[src/hdl/wsld_pkg.sv]
package wsld_pkg;

	localparam int WINDOW_DEPTH_DEF = 16;
	localparam int VAR_W            = 32;
	localparam int AXES             = 3;
	localparam int COUNT_W          = 5;
	localparam int COUNT_MAX        = 31;
	localparam int PADDR_W          = 3;
	localparam logic [VAR_W-1:0] THRESHOLD_RESET = 32'd16777;

	localparam logic OP_SAMPLE = 1'b0;
	localparam logic OP_CLEAR  = 1'b1;

	localparam logic REG_THRESHOLD = 1'b0;

	typedef struct packed {
		logic             operation;
		logic [VAR_W-1:0] var_x;
		logic [VAR_W-1:0] var_y;
		logic [VAR_W-1:0] var_z;
		logic             positioning_ok;
		logic             calibrated;
	} sample_t;

	typedef struct packed {
		logic               locked;
		logic [COUNT_W-1:0] filled_count;
	} result_t;

	typedef struct packed {
		logic                       valid;
		logic [AXES-1:0][VAR_W-1:0] v;
	} entry_t;

	typedef struct packed {
		logic shift;
		logic clear;
	} cell_ctl_t;

	typedef struct packed {
		logic start;
		logic step;
	} span_ctl_t;

	typedef enum logic [1:0] {
		ST_IDLE,
		ST_SCAN,
		ST_DONE
	} state_t;

endpackage

[src/hdl/wsld_cell.sv]
module wsld_cell (
	input  logic               clk,
	input  logic               arst_n,
	input  wsld_pkg::cell_ctl_t ctl,
	input  wsld_pkg::entry_t    d,
	output wsld_pkg::entry_t    q
);
	import wsld_pkg::*;

	logic                       valid_q;
	logic [AXES-1:0][VAR_W-1:0] v_q;

	always_ff @(posedge clk or negedge arst_n) begin
		if (!arst_n) begin
			valid_q <= 1'b0;
		end else if (ctl.clear) begin
			valid_q <= 1'b0;
		end else if (ctl.shift) begin
			valid_q <= d.valid;
		end
	end

	always_ff @(posedge clk) begin
		if (ctl.shift && !ctl.clear) begin
			v_q <= d.v;
		end
	end

	assign q.valid = valid_q;
	assign q.v     = v_q;

endmodule

[src/hdl/wsld_span.sv]
module wsld_span #(
	parameter int WINDOW_DEPTH = wsld_pkg::WINDOW_DEPTH_DEF
) (
	input  logic                                            clk,
	input  logic                                            arst_n,
	input  wsld_pkg::span_ctl_t                             ctl,
	input  wsld_pkg::entry_t                                tail,
	output logic [wsld_pkg::AXES-1:0][wsld_pkg::VAR_W-1:0]  hi,
	output logic [wsld_pkg::AXES-1:0][wsld_pkg::VAR_W-1:0]  lo,
	output logic [$clog2(WINDOW_DEPTH+1)-1:0]               count
);
	import wsld_pkg::*;

	localparam int FILL_W = $clog2(WINDOW_DEPTH + 1);

	logic [AXES-1:0][VAR_W-1:0] hi_q;
	logic [AXES-1:0][VAR_W-1:0] lo_q;
	logic [FILL_W-1:0]          count_q;

	always_ff @(posedge clk or negedge arst_n) begin
		if (!arst_n) begin
			count_q <= '0;
		end else if (ctl.start) begin
			count_q <= '0;
		end else if (ctl.step && tail.valid) begin
			count_q <= count_q + FILL_W'(1);
		end
	end

	always_ff @(posedge clk) begin
		if (ctl.start) begin
			hi_q <= '0;
			lo_q <= '1;
		end else if (ctl.step && tail.valid) begin
			for (int a = 0; a < AXES; a++) begin
				if (tail.v[a] > hi_q[a]) begin
					hi_q[a] <= tail.v[a];
				end
				if (tail.v[a] < lo_q[a]) begin
					lo_q[a] <= tail.v[a];
				end
			end
		end
	end

	assign hi    = hi_q;
	assign lo    = lo_q;
	assign count = count_q;

endmodule

[src/hdl/window_spread_lock_detector_top.sv]
// Sample transfers are taken one at a time. A sample shifts into the head of a
// chain of WINDOW_DEPTH cells, the oldest entry drops off the tail, and the
// chain then rotates once around, so the tail cell feeds the min/max/count unit
// with each entry in turn. The result is loaded once the rotation ends and the
// result register is free; no new sample is taken before then, and the rotation
// through the cell chain sets the pace when the result side keeps up.
// A clear transfer empties the window and yields locked = 0, filled_count = 0.
// The result register holds one result, so the next sample is taken while it
// waits. spread_threshold sits at byte address 0 of the APB port.
module window_spread_lock_detector_top #(
	parameter int WINDOW_DEPTH = wsld_pkg::WINDOW_DEPTH_DEF
) (
	input  logic                          clk,
	input  logic                          arst_n,
	input  logic                          sample_valid,
	output logic                          sample_ready,
	input  wsld_pkg::sample_t             sample,
	output logic                          result_valid,
	input  logic                          result_ready,
	output wsld_pkg::result_t             result,
	input  logic                          psel,
	input  logic                          penable,
	input  logic                          pwrite,
	input  logic [wsld_pkg::PADDR_W-1:0]  paddr,
	input  logic [wsld_pkg::VAR_W-1:0]    pwdata,
	output logic [wsld_pkg::VAR_W-1:0]    prdata,
	output logic                          pready
);
	import wsld_pkg::*;

	localparam int FILL_W = $clog2(WINDOW_DEPTH + 1);
	localparam int CNT_W  = $clog2(WINDOW_DEPTH);
	localparam logic [CNT_W-1:0]  SCAN_LAST = CNT_W'(WINDOW_DEPTH - 1);
	localparam logic [FILL_W-1:0] FULL      = FILL_W'(WINDOW_DEPTH);

	state_t                     state_q;
	state_t                     state_d;
	logic [CNT_W-1:0]           scan_q;
	logic                       flags_q;
	logic [VAR_W-1:0]           threshold_q;
	logic                       result_valid_q;
	result_t                    result_q;
	logic                       take;
	logic                       load;
	logic                       cfg_write;
	cell_ctl_t                  cell_ctl;
	span_ctl_t                  span_ctl;
	entry_t                     head;
	entry_t                     chain [WINDOW_DEPTH];
	logic [AXES-1:0][VAR_W-1:0] hi;
	logic [AXES-1:0][VAR_W-1:0] lo;
	logic [FILL_W-1:0]          count;
	logic                       stable;

	assign cfg_write = psel && penable && pwrite;
	assign pready    = 1'b1;
	assign prdata    = (paddr[PADDR_W-1] == REG_THRESHOLD) ? threshold_q : '0;

	always_ff @(posedge clk or negedge arst_n) begin
		if (!arst_n) begin
			threshold_q <= THRESHOLD_RESET;
		end else if (cfg_write && paddr[PADDR_W-1] == REG_THRESHOLD) begin
			threshold_q <= pwdata;
		end
	end

	always_ff @(posedge clk or negedge arst_n) begin
		if (!arst_n) begin
			state_q <= ST_IDLE;
		end else begin
			state_q <= state_d;
		end
	end

	always_comb begin
		state_d      = state_q;
		sample_ready = 1'b0;
		load         = 1'b0;
		unique case (state_q)
			ST_IDLE: begin
				sample_ready = 1'b1;
				if (sample_valid) begin
					state_d = ST_SCAN;
				end
			end
			ST_SCAN: begin
				if (scan_q == SCAN_LAST) begin
					state_d = ST_DONE;
				end
			end
			ST_DONE: begin
				if (!result_valid_q || result_ready) begin
					load    = 1'b1;
					state_d = ST_IDLE;
				end
			end
			default: begin
				state_d = ST_IDLE;
			end
		endcase
	end

	assign take = sample_valid && sample_ready;

	always_ff @(posedge clk or negedge arst_n) begin
		if (!arst_n) begin
			scan_q <= '0;
		end else if (take) begin
			scan_q <= '0;
		end else if (state_q == ST_SCAN) begin
			scan_q <= scan_q + CNT_W'(1);
		end
	end

	always_ff @(posedge clk) begin
		if (take) begin
			flags_q <= sample.positioning_ok && sample.calibrated;
		end
	end

	assign cell_ctl.clear = take && sample.operation == OP_CLEAR;
	assign cell_ctl.shift = (take && sample.operation == OP_SAMPLE) || state_q == ST_SCAN;
	assign span_ctl.start = take;
	assign span_ctl.step  = state_q == ST_SCAN;

	always_comb begin
		if (state_q == ST_IDLE) begin
			head.valid = 1'b1;
			head.v[0]  = sample.var_x;
			head.v[1]  = sample.var_y;
			head.v[2]  = sample.var_z;
		end else begin
			head = chain[WINDOW_DEPTH-1];
		end
	end

	for (genvar i = 0; i < WINDOW_DEPTH; i++) begin : g_cell
		wsld_cell u_cell (
			.clk    (clk),
			.arst_n (arst_n),
			.ctl    (cell_ctl),
			.d      ((i == 0) ? head : chain[(i == 0) ? 0 : i - 1]),
			.q      (chain[i])
		);
	end

	wsld_span #(
		.WINDOW_DEPTH (WINDOW_DEPTH)
	) u_span (
		.clk    (clk),
		.arst_n (arst_n),
		.ctl    (span_ctl),
		.tail   (chain[WINDOW_DEPTH-1]),
		.hi     (hi),
		.lo     (lo),
		.count  (count)
	);

	always_comb begin
		stable = 1'b1;
		for (int a = 0; a < AXES; a++) begin
			if ((hi[a] - lo[a]) >= threshold_q) begin
				stable = 1'b0;
			end
		end
	end

	always_ff @(posedge clk or negedge arst_n) begin
		if (!arst_n) begin
			result_valid_q <= 1'b0;
		end else if (load) begin
			result_valid_q <= 1'b1;
		end else if (result_ready) begin
			result_valid_q <= 1'b0;
		end
	end

	always_ff @(posedge clk) begin
		if (load) begin
			result_q.locked       <= (count == FULL) && stable && flags_q;
			result_q.filled_count <= (32'(count) > 32'(COUNT_MAX)) ?
				COUNT_W'(COUNT_MAX) : COUNT_W'(count);
		end
	end

	assign result_valid = result_valid_q;
	assign result       = result_q;

endmodule

[config.mk]
export PLATFORM = sky130hd
export DESIGN_NAME = window_spread_lock_detector_top
export DESIGN_NICKNAME = d
export VERILOG_FILES = /design/src/hdl/wsld_pkg.sv /design/src/hdl/wsld_cell.sv /design/src/hdl/wsld_span.sv /design/src/hdl/window_spread_lock_detector_top.sv
export SDC_FILE = /design/constraint.sdc
export NUM_CORES = 2
export LEC_CHECK = 0
export ABC_AREA = 1
export BUFFER_PORTS_ARGS = -buffer_cell sky130_fd_sc_hd__buf_2
export CELL_PAD_IN_SITES_DETAIL_PLACEMENT = 0
export CELL_PAD_IN_SITES_GLOBAL_PLACEMENT = 1
export CORE_ASPECT_RATIO = 0.6
export CORE_UTILIZATION = 35
export CTS_CLUSTER_SIZE = 24
export DETAILED_ROUTE_END_ITERATION = 16
export PLACE_DENSITY_LB_ADDON = 0.1
export SYNTH_ARGS = -nofsm -noshare
export SYNTH_HDL_FRONTEND = slang
export SYNTH_SLANG_ARGS = --single-unit
[constraint.sdc]
create_clock -name clk -period 362 [get_ports clk]
set_input_delay 72.4 -clock clk [delete_from_list [all_inputs] [get_ports clk]]
set_output_delay 72.4 -clock clk [all_outputs]
set_load 0.01 [all_outputs]
======== Word-level counts from Yosys, hierarchy flattened ========
Cells that the tools add are included.
word-level totals
  register bits ........................... 1,795
  bits of input ports ..................... 141
  output and inout port bits .............. 41
cells by class
  add/subtract/negate cells ............... 5
  order comparisons ....................... 9
  equality and inequality tests ........... 7
  muxes and demuxes ....................... 50
  bitwise logic cells ..................... 2
  reduce and logical (&&, ||, !) cells .... 27
operator list
  cell                 count
  $mux 97              1
  $ge 32x32->1         3
  $gt 32x32->1         3
  $lt 32x32->1         3
  $sub 32x32->32       3
  $mux 1               40
  $mux 32              1
  $reduce_and 2->1     6
  $logic_and 1x1->1    11
  $mux 5               2
  $mux 4               2
  $reduce_bool 2->1    4
  $mux 2               3
  $ne 2x2->1 const B   3
  $pmux 2 s3           1
  $add 5x1->5 const B  1
  $eq 5x5->1 const B   1
  $add 4x1->4 const B  1
  $eq 4x4->1 const B   1
  $reduce_and 3->1     1
  $eq 2x1->1 const B   1
  $eq 2x2->1 const B   1
  $logic_not 1->1      2
  $logic_not 2->1      1
  other kinds (2)      4

======== Depth between registers and ports, before layout ========
  depth in word-level cells ............... 7
  gate-level depth with buffers ........... 28

======== By module ========
A second synthesis with hierarchy kept.
second synthesis, totals
  cells, all modules ...................... 5,510
  area total of the unflattened synthesis .. 71,260.8 sq um
modules (own cells, without submodules)
  module                           times used  cells an instance  area each (sq um)
  wsld_cell                        16          105                2,942.8
  wsld_span                        1           1,886              13,005.0
  window_spread_lock_detector_top  1           1,944              11,170.7

======== Worst setup path after synthesis ========
No wires, ideal clock.
  kind .................................... input -> register
  from .................................... input port sample_valid
  to ...................................... register g_cell[0].u_cell.v_q, in the netlist g_cell[0].u_cell.q[0] (enable)
  setup time .............................. 5,581 ps
  data arrival time ....................... 179,414 ps
  data required time ...................... 356,419 ps
  slack ................................... 177,005 ps
  stages .................................. 3
  path buffers ............................ 1
  cells stage by stage .................... nand2_1 > clkbuf_1 > o21ai_0
between the ends
  longest elaborated chain between the ends .. 4
  elaborated cells between the ends (all ways) .. 6
  those cells by class .................... reduce/logical (6)
RTL lines
  item                                                 RTL line                                                                        RTL
  from (decl)                                          window_spread_lock_detector_top.sv:15                                           input logic sample_valid,
  $logic_and 1x1->1 *                                  window_spread_lock_detector_top.sv:103                                          assign take = sample_valid && sample_ready;
  $logic_and 1x1->1, on equally long branches          window_spread_lock_detector_top.sv:122, window_spread_lock_detector_top.sv:121
  $logic_or 1x1->1 or $logic_not 1->1 (tied branches)  window_spread_lock_detector_top.sv:122, wsld_cell.sv:24
  $logic_and 1x1->1 *                                  wsld_cell.sv:24                                                                 if (ctl.shift && !ctl.clear) begin
  to (signal assigned)                                 wsld_cell.sv:25                                                                 v_q <= d.v;
  to (decl)                                            wsld_cell.sv:11                                                                 logic [AXES-1:0][VAR_W-1:0] v_q;
Mark *: on every way between the ends. The rest lies on a longest branch, timed or not.
A chain may end at the register's enable or synchronous reset.

======== Worst setup path after layout ========
  from .................................... input port paddr[2] (netlist bit)
  to ...................................... output port prdata[29] (netlist bit)
between the ends
  longest elaborated chain between the ends .. 1
RTL lines
  item         RTL line                               RTL
  from (decl)  window_spread_lock_detector_top.sv:24  input logic [wsld_pkg::PADDR_W-1:0] paddr,
  $mux 32      window_spread_lock_detector_top.sv:57  assign prdata = (paddr[PADDR_W-1] == REG_THRESHOLD) ? threshold_q : '0;
  to (decl)    window_spread_lock_detector_top.sv:26  output logic [wsld_pkg::VAR_W-1:0] prdata,
Every way passes these cells.

==> summary.md <==
| Metric | Value |
|---|---|
| Netlist cell types | `42` |
| Clk pwr share | `0.213` |
| Ports | `between 150 and 200` |
| Final min period | `approximately 150 ns` |
| Relative slew slack | `0.1475` |
| Vias | `38,310` |
| Post-DP HPWL | `~110 mm` |
| Register Area | `just over 50,000 sq um` |
| Routability cong. | `just under 0.9` |
| R2r endpoint | `g_cell[4].u_cell.q[45]` |
| Fillers | `around 18,000` |
| Sw Share | `0.3436` |
| Die Area | `between 200,000 and 250,000 sq um` |
| Ys Warns | `0` |
| Worst slew pin tran | `between 1 and 1.5 ns` |
| Status | `complete, no violations` |
| VDD IR max | `around 0.0058 mV` |
| Path type of the worst setup path | `in -> out` |
| Clock sink count | `1,795` |
| Initial DRT Pass Iterations | `6` |
| DR WL/cell | `approximately 19 um` |
| Fin crit share | `0.4023` |
| Synthesized flop and latch total | `approximately 1,800` |
| Comb power frac | `0.289` |
| Clock root buffer | `clkbuf_16` |
| Critical Path Start | `paddr[2]` |
| Worst Setup EP | `prdata[29]` |
| Critical Path AT | `~73 ns` |
| Final setup TNS | `0 ns` |
| Max-Cap Viols | `0` |
| Cell family with most CP delay | `buffers and inverters` |
| Sequential Power Share | `0.498` |
| Total track usage | `0.1526` |
| Total grt overflow | `0` |
| Site Rows | `126` |
| Max clock buf depth | `4` |
| Area delta synth->final | `13.81%` |
| CTS tree | `built` |
| Vias in the first global route | `around 37,000` |
| Final Hold Fails | `0` |
| Layout Skew | `between 0.06 and 0.07 ns` |
| Die width | `between 500 and 600 um` |
| Post-synthesis average cell area | `13.53 sq um` |
| Worst path bufs/invs | `2` |
| Cells after Synth | `5,168` |
| Lkg Pwr | `around 0.032 uW` |
| Initial Utilization | `0.3539` |
| I/O Buffers | `178` |
| Hold buffers post-CTS | `0` |
| Setup Buffers After CTS | `0` |
| Final net count | `~6,000` |
| Cell Area, Synth | `roughly 70,000 sq um` |
| Later-pin clock latency in the skew report | `approximately 0.83 ns` |
| WP data required | `289.60 ns` |
| DRT iter0 DRCs | `~3,100` |
| DRC viols | `0` |
| Switching power | `~290 uW` |
| Worst reg2reg path depth | `9` |
| Largest net degree at the start of global routing | `around 190` |
| DR vias/cell | `between 4 and 5` |
| Num CTS Buffers | `between 150 and 200` |
| Fmax | `slightly below 0.007 GHz` |
| Setup violations, final | `0` |
| Post-synth net total | `5,693` |
| Critical path endpoint category | `primary output` |
| Hold Crit Class | `reg -> reg` |
| Final core utilization | `0.4027` |
| Initial antenna violation count | `11` |
| Htree depth | `4` |
| Sequential-to-total area share from yosys stat | `0.7394` |
| Final Max Slew Viols | `0` |
| CP max-delay cell | `buf_2` |
| Most frequent CP cell | `buf_2` |
| CP max stage delay | `roughly 0.53 ns` |
| Fraction of layout cells with a size suffix above 1 | `0.08718` |
| Core area | `197,500 sq um` |
| Final wirelength | `~150 mm` |
| First-pass GRT wire length | `230.9 mm` |
| Crit path max fanout | `33` |
| R2R setup slack | `approximately 360 ns` |
| Worst R2R Start | `state_q[0]` |
| Critical-path cell list | `buf_2 -> nor2_1 -> buf_2` |
| CTS-repair resized insts | `0` |
| Pwr dens | `10.50 nW/um^2` |
| Die Y-Extent | `348.2 um` |
| Int Power | `about 550 uW` |
| CTS clk-pin slew, worst paths | `around 0.07 ns` |
| Worst setup SP type | `input port` |
| Unrepaired setup endpoints after global routing | `no` |
| Footprint of the multi-input gates | `between 15,000 and 20,000 sq um` |
| WP depth | `3` |
| Final ANT Viol Nets | `0` |
power by group through the flow:
| stage | sequential, uW | clock [uW] | combinational [uW] |
|---|---|---|---|
| after floorplan | 708 | 0 | 167 |
| after global placement | 417 | 0 | 240 |
| after detailed placement | 421 | 0 | 243 |
| after CTS | 418 | 185 | 244 |
| after global routing | 429 | 193 | 278 |
| final | 416 | 178 | 242 |
sequential cells by signal (all words and copies together), names as in the netlist:
register               count
flags_q                    1
g_cell.u_cell.q         1536
g_cell.u_cell.valid_q     16
result                     6
result_valid               1
scan_q                     4
state_q                    2
threshold_q               32
u_span.count               5
u_span.hi                 96
u_span.lo                 96
through the flow:
stage	power, uW	cells	hold WS, ns	setup WS (ns)	area, sq um
after floorplan	874.0	5168	0.4003	177.01	69900
after global placement	656.9	7899	0.4003	216.34	74030
after detailed placement	664.2	7899	0.4045	216.34	74030
after CTS	847.2	8210	0.3827	216.33	79550
after global routing	899.0	8211	0.3925	216.27	79550
final	835.3	8215	0.3814	216.37	79560
cell usage in the layout, fill, tap and decap left out, drive strengths merged, types with 7 or more instances in the layout:
cell type	n
clkbuf	203
bufinv	16
edfxtp	1543
xnor2	20
nand3	378
o21bai	24
a31oi	7
dfxtp	192
nand4	35
buf	227
nor4	13
nand2	827
dfrtp	55
ha	381
clkinv	76
nor3	32
o21ai	210
a21oi	379
nor2	350
a21o	15
inv	494
o21a	14
xor2	56
clkinvlp	9
Yosys cell counts (all sizes together):
library cell  instances  share of area
nor3                 32         0.0024
nor4                 13         0.0012
ha                  381          0.068
inv                 487          0.026
xnor2                20         0.0025
o21bai               24         0.0026
a21boi                4        0.00043
a211oi                2        0.00021
dfxtp               192          0.055
xor2                 56         0.0070
buf                  61         0.0042
a31oi                 7        0.00089
o21ai               210          0.015
dfstp                 5         0.0019
nor2                350          0.019
nor3b                 1        0.00011
nand4                35         0.0031
clkbuf               59         0.0032
nand2               827          0.045
nand3               378          0.027
nand3b                5        0.00054
a21oi               379          0.027
conb                  1       0.000054
dfrtp                55          0.020
a21o                 15         0.0016
edfxtp             1543           0.66
a22o                  1        0.00013
fa                    3        0.00086
o31ai                 1        0.00011
o22ai                 1       0.000090
o211ai                5        0.00054
a32o                  1        0.00014
o21a                 14         0.0015
cell families after synthesis:
logic type               share of synthesized area
AO/OA/AOI/OAI                              0.05057
XOR/XNOR                                  0.009522
adder cells (fa/ha/maj)                    0.06906
buffers and inverters                      0.03354
flip-flops                                  0.7394
other                                   0.00005365
AND/OR/NAND/NOR                            0.09786
how the worst min path moves through the flow:
stage / cells after the start / from / end / slack, ns
3_5_place_dp: 0 / g_cell[9].u_cell.q[23] / g_cell[10].u_cell.q[23] / 0.40
4_1_cts: 0 / g_cell[3].u_cell.q[25] / g_cell[4].u_cell.q[25] / 0.38
6_report: 0 / g_cell[3].u_cell.q[25] / g_cell[4].u_cell.q[25] / 0.38
3_3_place_gp: 0 / g_cell[5].u_cell.q[78] / g_cell[6].u_cell.q[78] / 0.40
2_1_floorplan: 0 / g_cell[9].u_cell.q[0] / g_cell[10].u_cell.q[0] / 0.40
5_1_grt: 0 / g_cell[3].u_cell.q[25] / g_cell[4].u_cell.q[25] / 0.39
routing by layer:
| metal | vias to the layer above | track usage | wire length [um] |
|---|---|---|---|
| met5 | - | 0 | 0 |
| met4 | 0 | 0.03979 | 3651 |
| met3 | 196 | 0.02560 | 6066 |
| met2 | 580 | 0.2035 | 60040 |
| met1 | 18620 | 0.2501 | 83710 |
| li1 | 18910 | - | - |
area by class of cell:
class / count / area share
multi-input cells: 2766 / 0.2002
clock buffers: 203 / 0.05676
well taps: 2624 / 0.04127
inverters: 487 / 0.02298
diodes: 5 / 0.0001573
clock inverters: 108 / 0.01253
flip-flops and latches: 1795 / 0.6497
repair buffers: 227 / 0.01645
No activity file was read; power rests on OpenSTA's default activity.
